`src/rtl/core/itoa_pkg.sv`:
```
`timescale 1ns / 1ps
// Shared constants and types for the integer to ASCII converter.
package itoa_pkg;

    // Field widths
    localparam int BIN_W   = 32;
    localparam int FUNC_W  = 2;
    localparam int PAD_W   = 5;
    localparam int CHAR_W  = 8;
    localparam int DIGIT_W = 4;

    // Hex pad clamp; one number never yields more than RESULT_LIMIT characters
    localparam int MAX_PAD_WIDTH = 16;
    localparam int RESULT_LIMIT  = 16;
    localparam int PAD_LIMIT     = (MAX_PAD_WIDTH < RESULT_LIMIT) ? MAX_PAD_WIDTH
                                                                  : RESULT_LIMIT;

    // Digit row: ten BCD digits cover any 32-bit value, eight nibbles in hex
    localparam int DIGIT_CELLS = 10;
    localparam int HEX_NIBBLES = BIN_W / DIGIT_W;

    // Counter widths
    localparam int CNT_W  = $clog2(BIN_W + 1);
    localparam int ROW_W  = $clog2(DIGIT_CELLS + 1);
    localparam int LEAD_W = $clog2(RESULT_LIMIT - DIGIT_CELLS + 1);

    // Mode codes
    localparam logic [FUNC_W-1:0] FUNC_UDEC = 2'd0;
    localparam logic [FUNC_W-1:0] FUNC_HEX  = 2'd1;
    localparam logic [FUNC_W-1:0] FUNC_SDEC = 2'd2;

    // Character codes
    localparam logic [CHAR_W-1:0] CHAR_ZERO  = 8'h30;
    localparam logic [CHAR_W-1:0] CHAR_UPA   = 8'h41;
    localparam logic [CHAR_W-1:0] CHAR_MINUS = 8'h2D;
    localparam logic [DIGIT_W-1:0] DEC_BASE  = 4'd10;

    // Operation applied to every cell of the digit row
    typedef enum logic [1:0] {
        CELL_HOLD   = 2'd0,
        CELL_LOAD   = 2'd1,
        CELL_DABBLE = 2'd2,
        CELL_SHIFT  = 2'd3
    } t_cell_op;

endpackage

```
`src/rtl/core/itoa_cell.sv`:
```
`timescale 1ns / 1ps
// One digit cell of the conversion row: BCD add-3-and-shift, load, digit shift.
module itoa_cell (
    input  logic                          i_clk,
    input  itoa_pkg::t_cell_op            i_op,
    input  logic [itoa_pkg::DIGIT_W-1:0]  i_load,
    input  logic [itoa_pkg::DIGIT_W-1:0]  i_digit_in,
    input  logic                          i_bit_in,
    output logic [itoa_pkg::DIGIT_W-1:0]  o_digit,
    output logic                          o_carry
);

    logic [itoa_pkg::DIGIT_W-1:0] r_digit;
    logic [itoa_pkg::DIGIT_W-1:0] n_digit;
    logic [itoa_pkg::DIGIT_W-1:0] w_adj;

    // Add 3 when the digit would overflow a decade after doubling
    assign w_adj   = (r_digit >= 4'd5) ? (r_digit + 4'd3) : r_digit;
    assign o_carry = w_adj[itoa_pkg::DIGIT_W-1];
    assign o_digit = r_digit;

    always_comb begin
        unique case (i_op)
            itoa_pkg::CELL_LOAD:   n_digit = i_load;
            itoa_pkg::CELL_DABBLE: n_digit = {w_adj[itoa_pkg::DIGIT_W-2:0], i_bit_in};
            itoa_pkg::CELL_SHIFT:  n_digit = i_digit_in;
            default:               n_digit = r_digit;
        endcase
    end

    always_ff @(posedge i_clk) begin
        r_digit <= n_digit;
    end

endmodule

```
`src/rtl/core/integer_to_ascii_converter.sv`:
```
`timescale 1ns / 1ps
// Integer to ASCII converter: control sequencer, digit row and output register.
//
// One number is taken at a time and turned into its ASCII text, most
// significant character first, one character per output transfer with o_last
// on the final one. The value enters a row of ten 4-bit digit cells: in hex
// mode the nibbles load straight in; in decimal modes all 32 bits of the
// magnitude are shifted in one bit per cycle with add-3 correction. Next the
// digit count is found, then the row is shifted up past any unused leading
// cells, a '-' or the hex padding zeros beyond the row are sent, and the digits
// are shifted out of the top cell one per cycle unless the receiver stalls.
// The input is taken only while the block is idle; the last character may
// still wait in the output register when the next number is accepted.
module integer_to_ascii_converter (
    input  logic                          i_clk,
    input  logic                          i_rst_n,
    // input channel
    input  logic                          i_valid,
    output logic                          o_stall,
    input  logic [itoa_pkg::BIN_W-1:0]    i_value,
    input  logic [itoa_pkg::FUNC_W-1:0]   i_func,
    input  logic [itoa_pkg::PAD_W-1:0]    i_pad_width,
    // output channel
    output logic                          o_valid,
    input  logic                          i_stall,
    output logic [itoa_pkg::CHAR_W-1:0]   o_char_code,
    output logic                          o_last
);

    typedef enum logic [4:0] {
        S_IDLE = 5'b00001,
        S_CONV = 5'b00010,
        S_SKIP = 5'b00100,
        S_LEAD = 5'b01000,
        S_EMIT = 5'b10000
    } t_state;

    t_state r_state, n_state;

    logic [itoa_pkg::BIN_W-1:0]  r_bin, n_bin;
    logic [itoa_pkg::CNT_W-1:0]  r_cnt, n_cnt;
    logic [itoa_pkg::ROW_W-1:0]  r_rows, n_rows;
    logic [itoa_pkg::LEAD_W-1:0] r_lead, n_lead;
    logic [itoa_pkg::PAD_W-1:0]  r_pad, n_pad;
    logic                        r_neg, n_neg;
    logic                        r_hex, n_hex;

    logic                        r_out_valid, n_out_valid;
    logic [itoa_pkg::CHAR_W-1:0] r_char, n_char;
    logic                        r_last, n_last;

    logic                        w_accept;
    logic                        w_can_push;
    logic                        w_push;
    logic                        w_in_neg;
    logic                        w_in_hex;
    logic [itoa_pkg::BIN_W-1:0]  w_mag;
    itoa_pkg::t_cell_op          w_op;

    logic [itoa_pkg::DIGIT_W-1:0] w_digit [itoa_pkg::DIGIT_CELLS];
    logic                         w_carry [itoa_pkg::DIGIT_CELLS];
    logic [itoa_pkg::DIGIT_W-1:0] w_top;
    logic [itoa_pkg::CHAR_W-1:0]  w_top_char;

    logic [itoa_pkg::ROW_W-1:0]  w_nd;
    logic [itoa_pkg::PAD_W-1:0]  w_ntot;
    logic [itoa_pkg::CNT_W-1:0]  w_skip;
    logic [itoa_pkg::ROW_W-1:0]  w_rowcnt;
    logic [itoa_pkg::LEAD_W-1:0] w_lead;

    // Handshakes
    assign o_stall    = (r_state != S_IDLE);
    assign w_accept   = i_valid && !o_stall;
    assign w_can_push = !r_out_valid || !i_stall;
    assign w_push     = ((r_state == S_LEAD) || (r_state == S_EMIT)) && w_can_push;

    // Sign and magnitude of the incoming number
    assign w_in_hex = (i_func == itoa_pkg::FUNC_HEX);
    assign w_in_neg = (i_func == itoa_pkg::FUNC_SDEC) && i_value[itoa_pkg::BIN_W-1];
    assign w_mag    = w_in_neg ? (~i_value + 32'd1) : i_value;

    // Digit row
    genvar g;
    generate
        for (g = 0; g < itoa_pkg::DIGIT_CELLS; g++) begin : g_cell
            logic [itoa_pkg::DIGIT_W-1:0] w_load;
            logic [itoa_pkg::DIGIT_W-1:0] w_din;
            logic                         w_bin;

            if (g < itoa_pkg::HEX_NIBBLES) begin : g_nib
                assign w_load = w_in_hex ? w_mag[g*itoa_pkg::DIGIT_W +: itoa_pkg::DIGIT_W]
                                         : '0;
            end else begin : g_nonib
                assign w_load = '0;
            end

            if (g == 0) begin : g_first
                assign w_din = '0;
                assign w_bin = r_bin[itoa_pkg::BIN_W-1];
            end else begin : g_next
                assign w_din = w_digit[g-1];
                assign w_bin = w_carry[g-1];
            end

            itoa_cell u_cell (
                .i_clk      (i_clk),
                .i_op       (w_op),
                .i_load     (w_load),
                .i_digit_in (w_din),
                .i_bit_in   (w_bin),
                .o_digit    (w_digit[g]),
                .o_carry    (w_carry[g])
            );
        end
    endgenerate

    // Top cell as an ASCII character
    assign w_top      = w_digit[itoa_pkg::DIGIT_CELLS-1];
    assign w_top_char = (w_top < itoa_pkg::DEC_BASE)
                      ? (itoa_pkg::CHAR_ZERO + {4'd0, w_top})
                      : (itoa_pkg::CHAR_UPA + {4'd0, w_top - itoa_pkg::DEC_BASE});

    // Significant digit count, at least one
    always_comb begin
        w_nd = itoa_pkg::ROW_W'(1);
        for (int i = 0; i < itoa_pkg::DIGIT_CELLS; i++) begin
            if (w_digit[i] != '0) begin
                w_nd = itoa_pkg::ROW_W'(i + 1);
            end
        end
    end

    // Character count, row cells to skip and leading characters
    always_comb begin
        if (r_hex && (r_pad > itoa_pkg::PAD_W'(w_nd))) begin
            w_ntot = r_pad;
        end else begin
            w_ntot = itoa_pkg::PAD_W'(w_nd);
        end
        if (w_ntot >= itoa_pkg::PAD_W'(itoa_pkg::DIGIT_CELLS)) begin
            w_skip   = '0;
            w_rowcnt = itoa_pkg::ROW_W'(itoa_pkg::DIGIT_CELLS);
            w_lead   = r_hex ? itoa_pkg::LEAD_W'(w_ntot - itoa_pkg::PAD_W'(itoa_pkg::DIGIT_CELLS))
                             : itoa_pkg::LEAD_W'(r_neg);
        end else begin
            w_skip   = itoa_pkg::CNT_W'(itoa_pkg::PAD_W'(itoa_pkg::DIGIT_CELLS) - w_ntot);
            w_rowcnt = itoa_pkg::ROW_W'(w_ntot);
            w_lead   = itoa_pkg::LEAD_W'(r_neg);
        end
    end

    // Sequencer
    always_comb begin
        n_state     = r_state;
        n_bin       = r_bin;
        n_cnt       = r_cnt;
        n_rows      = r_rows;
        n_lead      = r_lead;
        n_pad       = r_pad;
        n_neg       = r_neg;
        n_hex       = r_hex;
        n_char      = r_char;
        n_last      = r_last;
        w_op        = itoa_pkg::CELL_HOLD;

        unique case (r_state)
            S_IDLE: begin
                if (w_accept) begin
                    w_op    = itoa_pkg::CELL_LOAD;
                    n_bin   = w_mag;
                    n_neg   = w_in_neg;
                    n_hex   = w_in_hex;
                    n_pad   = (i_pad_width > itoa_pkg::PAD_W'(itoa_pkg::PAD_LIMIT))
                            ? itoa_pkg::PAD_W'(itoa_pkg::PAD_LIMIT) : i_pad_width;
                    n_cnt   = w_in_hex ? '0 : itoa_pkg::CNT_W'(itoa_pkg::BIN_W);
                    n_state = S_CONV;
                end
            end
            S_CONV: begin
                if (r_cnt != '0) begin
                    // one bit of the magnitude into the BCD row
                    w_op  = itoa_pkg::CELL_DABBLE;
                    n_bin = {r_bin[itoa_pkg::BIN_W-2:0], 1'b0};
                    n_cnt = r_cnt - itoa_pkg::CNT_W'(1);
                end else begin
                    n_cnt  = w_skip;
                    n_rows = w_rowcnt;
                    n_lead = w_lead;
                    if (w_skip != '0) begin
                        n_state = S_SKIP;
                    end else if (w_lead != '0) begin
                        n_state = S_LEAD;
                    end else begin
                        n_state = S_EMIT;
                    end
                end
            end
            S_SKIP: begin
                // drop unused leading cells off the top
                w_op  = itoa_pkg::CELL_SHIFT;
                n_cnt = r_cnt - itoa_pkg::CNT_W'(1);
                if (r_cnt == itoa_pkg::CNT_W'(1)) begin
                    n_state = (r_lead != '0) ? S_LEAD : S_EMIT;
                end
            end
            S_LEAD: begin
                if (w_can_push) begin
                    n_char = r_hex ? itoa_pkg::CHAR_ZERO : itoa_pkg::CHAR_MINUS;
                    n_last = 1'b0;
                    n_lead = r_lead - itoa_pkg::LEAD_W'(1);
                    if (r_lead == itoa_pkg::LEAD_W'(1)) begin
                        n_state = S_EMIT;
                    end
                end
            end
            S_EMIT: begin
                if (w_can_push) begin
                    w_op   = itoa_pkg::CELL_SHIFT;
                    n_char = w_top_char;
                    n_last = (r_rows == itoa_pkg::ROW_W'(1));
                    n_rows = r_rows - itoa_pkg::ROW_W'(1);
                    if (r_rows == itoa_pkg::ROW_W'(1)) begin
                        n_state = S_IDLE;
                    end
                end
            end
            default: begin
                n_state = S_IDLE;
            end
        endcase
    end

    // Output register valid
    always_comb begin
        if (w_push) begin
            n_out_valid = 1'b1;
        end else if (!i_stall) begin
            n_out_valid = 1'b0;
        end else begin
            n_out_valid = r_out_valid;
        end
    end

    always_ff @(posedge i_clk) begin
        if (!i_rst_n) begin
            r_state     <= S_IDLE;
            r_out_valid <= 1'b0;
        end else begin
            r_state     <= n_state;
            r_out_valid <= n_out_valid;
        end
    end

    always_ff @(posedge i_clk) begin
        r_bin  <= n_bin;
        r_cnt  <= n_cnt;
        r_rows <= n_rows;
        r_lead <= n_lead;
        r_pad  <= n_pad;
        r_neg  <= n_neg;
        r_hex  <= n_hex;
        r_char <= n_char;
        r_last <= n_last;
    end

    assign o_valid     = r_out_valid;
    assign o_char_code = r_char;
    assign o_last      = r_last;

endmodule

```
`config.mk`:
```
export PLATFORM = sky130hd
export DESIGN_NAME = integer_to_ascii_converter
export DESIGN_NICKNAME = d
export VERILOG_FILES = /design/src/rtl/core/itoa_pkg.sv /design/src/rtl/core/itoa_cell.sv /design/src/rtl/core/integer_to_ascii_converter.sv
export SDC_FILE = /design/constraint.sdc
export NUM_CORES = 1
export LEC_CHECK = 0
export BUFFER_PORTS_ARGS = -buffer_cell sky130_fd_sc_hd__buf_2
export CAP_MARGIN = 20
export CORE_MARGIN = 2
export CORE_UTILIZATION = 65
export DETAILED_ROUTE_END_ITERATION = 12
export GPL_ROUTABILITY_DRIVEN = 1
export PLACE_DENSITY = 0.86
export SLEW_MARGIN = 20
export SYNTH_ARGS = -nofsm -noshare
export SYNTH_HDL_FRONTEND = slang
export SYNTH_HIERARCHICAL = 1
export SYNTH_SLANG_ARGS = --single-unit
```
`constraint.sdc`:
```
create_clock -name i_clk -period 7.2 [get_ports i_clk]
set_input_delay 1.44 -clock i_clk [delete_from_list [all_inputs] [get_ports i_clk]]
set_output_delay 1.44 -clock i_clk [all_outputs]
set_load 0.05 [all_outputs]
```
==> results.md <==
- After layout, the minimum clock period comes to 5.33 ns.
- The final critical path takes up 74.0% of the cycle.
- The run finished, with violations left.
- In the global route stage, overall resource usage came out at 28.9%.
- The congestion estimate from routability-driven global placement came to 0.938.
- The count of fill cells added during filler insertion is 812.
- Cells fill 73.1% of the core in the end.
- The via density per instance is 6.18.
- For this run, design rule violations remaining after detail routing come to 2.
- The number of hold-repair buffers added at the cts stage is 0.
- The post-layout worst setup margin is 1.87 ns.
- Summed over all layers, the global routing overflow is 0.
- The cell area that synthesis handed to floorplanning was 7710 µm².
- The number of instances in the synthesized netlist is 850.
- The checks that failed: DRC.
- IR analysis of the VDD net gives a maximum drop of 0.121 mV.
- The die footprint is 12700 µm².
- The number of global-route vias before repair was 6427.
- Entering global routing, the biggest net connects 67 pins.
- The count of final max-slew check failures is 0.
- The placement row count is 39.
- The clock latency on the worst-skew pair is 0.37 ns.
- Setup repair after global routing left no endpoint under its margin.
- The first global-routing pass estimated 29800 µm of wire.
- The slowest stage cell on the critical path is nor3b_1.
- The final wirelength is 17700 µm.
- After the last flow step, the layout net total stands at 982.
- The horizontal die dimension is 113 µm.
- In this run the post-CTS setup repair buffer count came out at 0.
- Compared with the post-synthesis result, the final layout area differs by 9.17%.
- The CTS tree is done.
- The fraction of final layout cells with drive strength greater than 1 is 14.5%.
- Setup violations remaining at the end of the flow were counted as 0.
- The data arrival time at the worst-slack endpoint is 5.54 ns.
- Traced cell by cell, the critical path runs through inv_1, ha_1, nor3b_1, nand3_1, inv_1, nand2_1, ha_1, nand3_1, o21ai_0, nor2_1, a22oi_1, inv_1, ha_1, nor3_1, a31oi_1, o22ai_1, nand2_1, or4_1, a32oi_1.
- The number of endpoints with negative hold slack in the final report is 0.
- Once detail routing completed, the nets flagged for antenna violations numbered 0.
- After the first detailed-routing iteration, the DRC count stood at 605.
- Detailed routing placed a total of 8920 µm of wire on met2.
- The count of warnings emitted by yosys is 6.
- After clock tree synthesis, the clock-pin slew on the worst setup and hold paths is 0.08 ns.
- Of all nets on the critical path, the largest fanout is 6.
- The number of H-tree levels is 3.
- The post-synthesis area per instance is 9.07 µm².
- The tree is rooted in a clkbuf_16.
- The measured slew at the worst slew-check pin is 0.856 ns.
- The total CTS buffers is 9.
- The final routed wire length divided by cell count is 16.9 µm.
- The area of the core region is 11500 µm².
- The type of destination of the critical path is a flip-flop.
- In this run the static leakage power is 3.18 nW.
- In this run the worst hold path is classified as flip-flop to flip-flop.
- Broken down by cell family, the worst path's largest delay share belongs to simple AND/OR/NAND/NOR gates.
- For this design the ratio of total power to cell area is 224 nW/µm².
- The uppermost metal layer occupied by signal nets is met4.
- The half-perimeter wire length after detailed placement is 13000 µm.
- In the final timing run, aggregate negative setup slack is 0 ns.
- After clock tree synthesis, the repair step resized 0 gates.
- For this run, the slowest stage of the critical path takes 0.54 ns.
- The floorplan step set the die height to 113 µm.
- The maximum buffer depth of the clock tree is 2.
- The starting density of the core is 66.9%.
- After detailed routing, the wire length on met1 is 7230 µm.
- The critical path contains buffers and inverters numbering 3 combined.
- The class of the most critical setup path is flip-flop to flip-flop.
- The I/O pin count is 54.
- The sort of element at the start of the critical path is a flip-flop.
- The clock skew after layout is 0.00863 ns.
- Timing would allow up to 0.188 GHz.
- At the placement stage, the worst setup path has a slack of 2.00 ns.
- The number of buffers added on ports is 52.
- The total number of vias is 6475.
- For the worst setup path, the data required time is 7.41 ns.
- The count of inserted antenna diode cells is 0.
- The number of antenna violations at the first check in global routing was 0.
- CTS saw 106 sinks.
- The pre-antenna-repair detailed-routing pass consisted of 12 iterations.
- The number of maximum-capacitance violations is 0.
- In this run the tightest slew margin relative to its limit is 42.4%.
- The length of routed met3 wiring is 1000 µm.
-- layer usage --
layer	vias up	GRT usage, %
li1	3152	-
met1	3043	35.4
met2	238	50.0
met3	42	4.55
met4	0	13.7
met5	-	0
-- placed cells by master, fill, tap and decap left out, types with 10 or more instances in the layout --
cell and instances:
xnor2_1 21, xor2_1 17, nor2_1 54, mux2i_1 10, inv_1 54, nor3_1 21, mux2_1 10, conb_1 13
nand3_1 22, a31oi_1 11, o21ai_1 30, nand2_1 98, a21oi_1 38, edfxtp_1 100, mux2_2 10, o21ai_0 75
and2_1 36, nor4_1 13, nor3b_1 12, nand2b_2 20, buf_2 52, or2_2 11, ha_1 39, a21oi_2 10
a211o_1 10, nand2b_1 10
-- through the flow --
step	instances	instance area [µm²]	hold WS, ns	power, mW
6_report	1048	8420	0.534	1.89
3_3_place_gp	1031	8090	0.501	1.34
3_5_place_dp	1032	8120	0.514	1.38
4_1_cts	1048	8410	0.536	1.88
2_1_floorplan	862	7750	0.496	1.24
5_1_grt	1048	8420	0.557	1.98
-- registers in the layout, indices dropped and copies added, names as in the netlist, 3 cells and up --
name,count
o_char_code,7
r_cnt,6
r_lead,3
r_pad,5
r_rows,4
r_bin,32
r_state,5
g_cell.u_cell/o_digit,40
-- power by group --
part	switching, mW	internal (mW)	total (mW)
Clock	0.235	0.269	0.504
Sequential	0.0768	0.787	0.864
Combinational	0.314	0.204	0.518
Total	0.625	1.26	1.89
-- final timing paths --
path | from | end | slack [ns] | cells past startpoint
max reg2reg | g_cell[9].u_cell/o_digit[0] | r_cnt[5] | 1.87 | 19
max | g_cell[9].u_cell/o_digit[0] | r_cnt[5] | 1.87 | 19
min reg2reg | r_bin[13] | r_bin[14] | 0.53 | 2
min | r_bin[13] | r_bin[14] | 0.53 | 2
-- tightest hold or removal path, stage by stage, from the launching register on --
cell and delay, ns:
edfxtp_1 0.33, nand2_1 0.04, o21ai_0 0.06
-- layout make-up --
cell class                      instances  area, µm²  area share, %
Sequential cell                       106       3120           37.1
Clock inverter                          7       67.6          0.803
Multi-Input combinational cell        673       4310           51.2
Clock buffer                            9        225           2.68
Timing Repair Buffer                   56        310           3.69
Tap cell                              143        179           2.13
Inverter                               54        203           2.41
No activity file was read; power rests on OpenSTA's default activity.
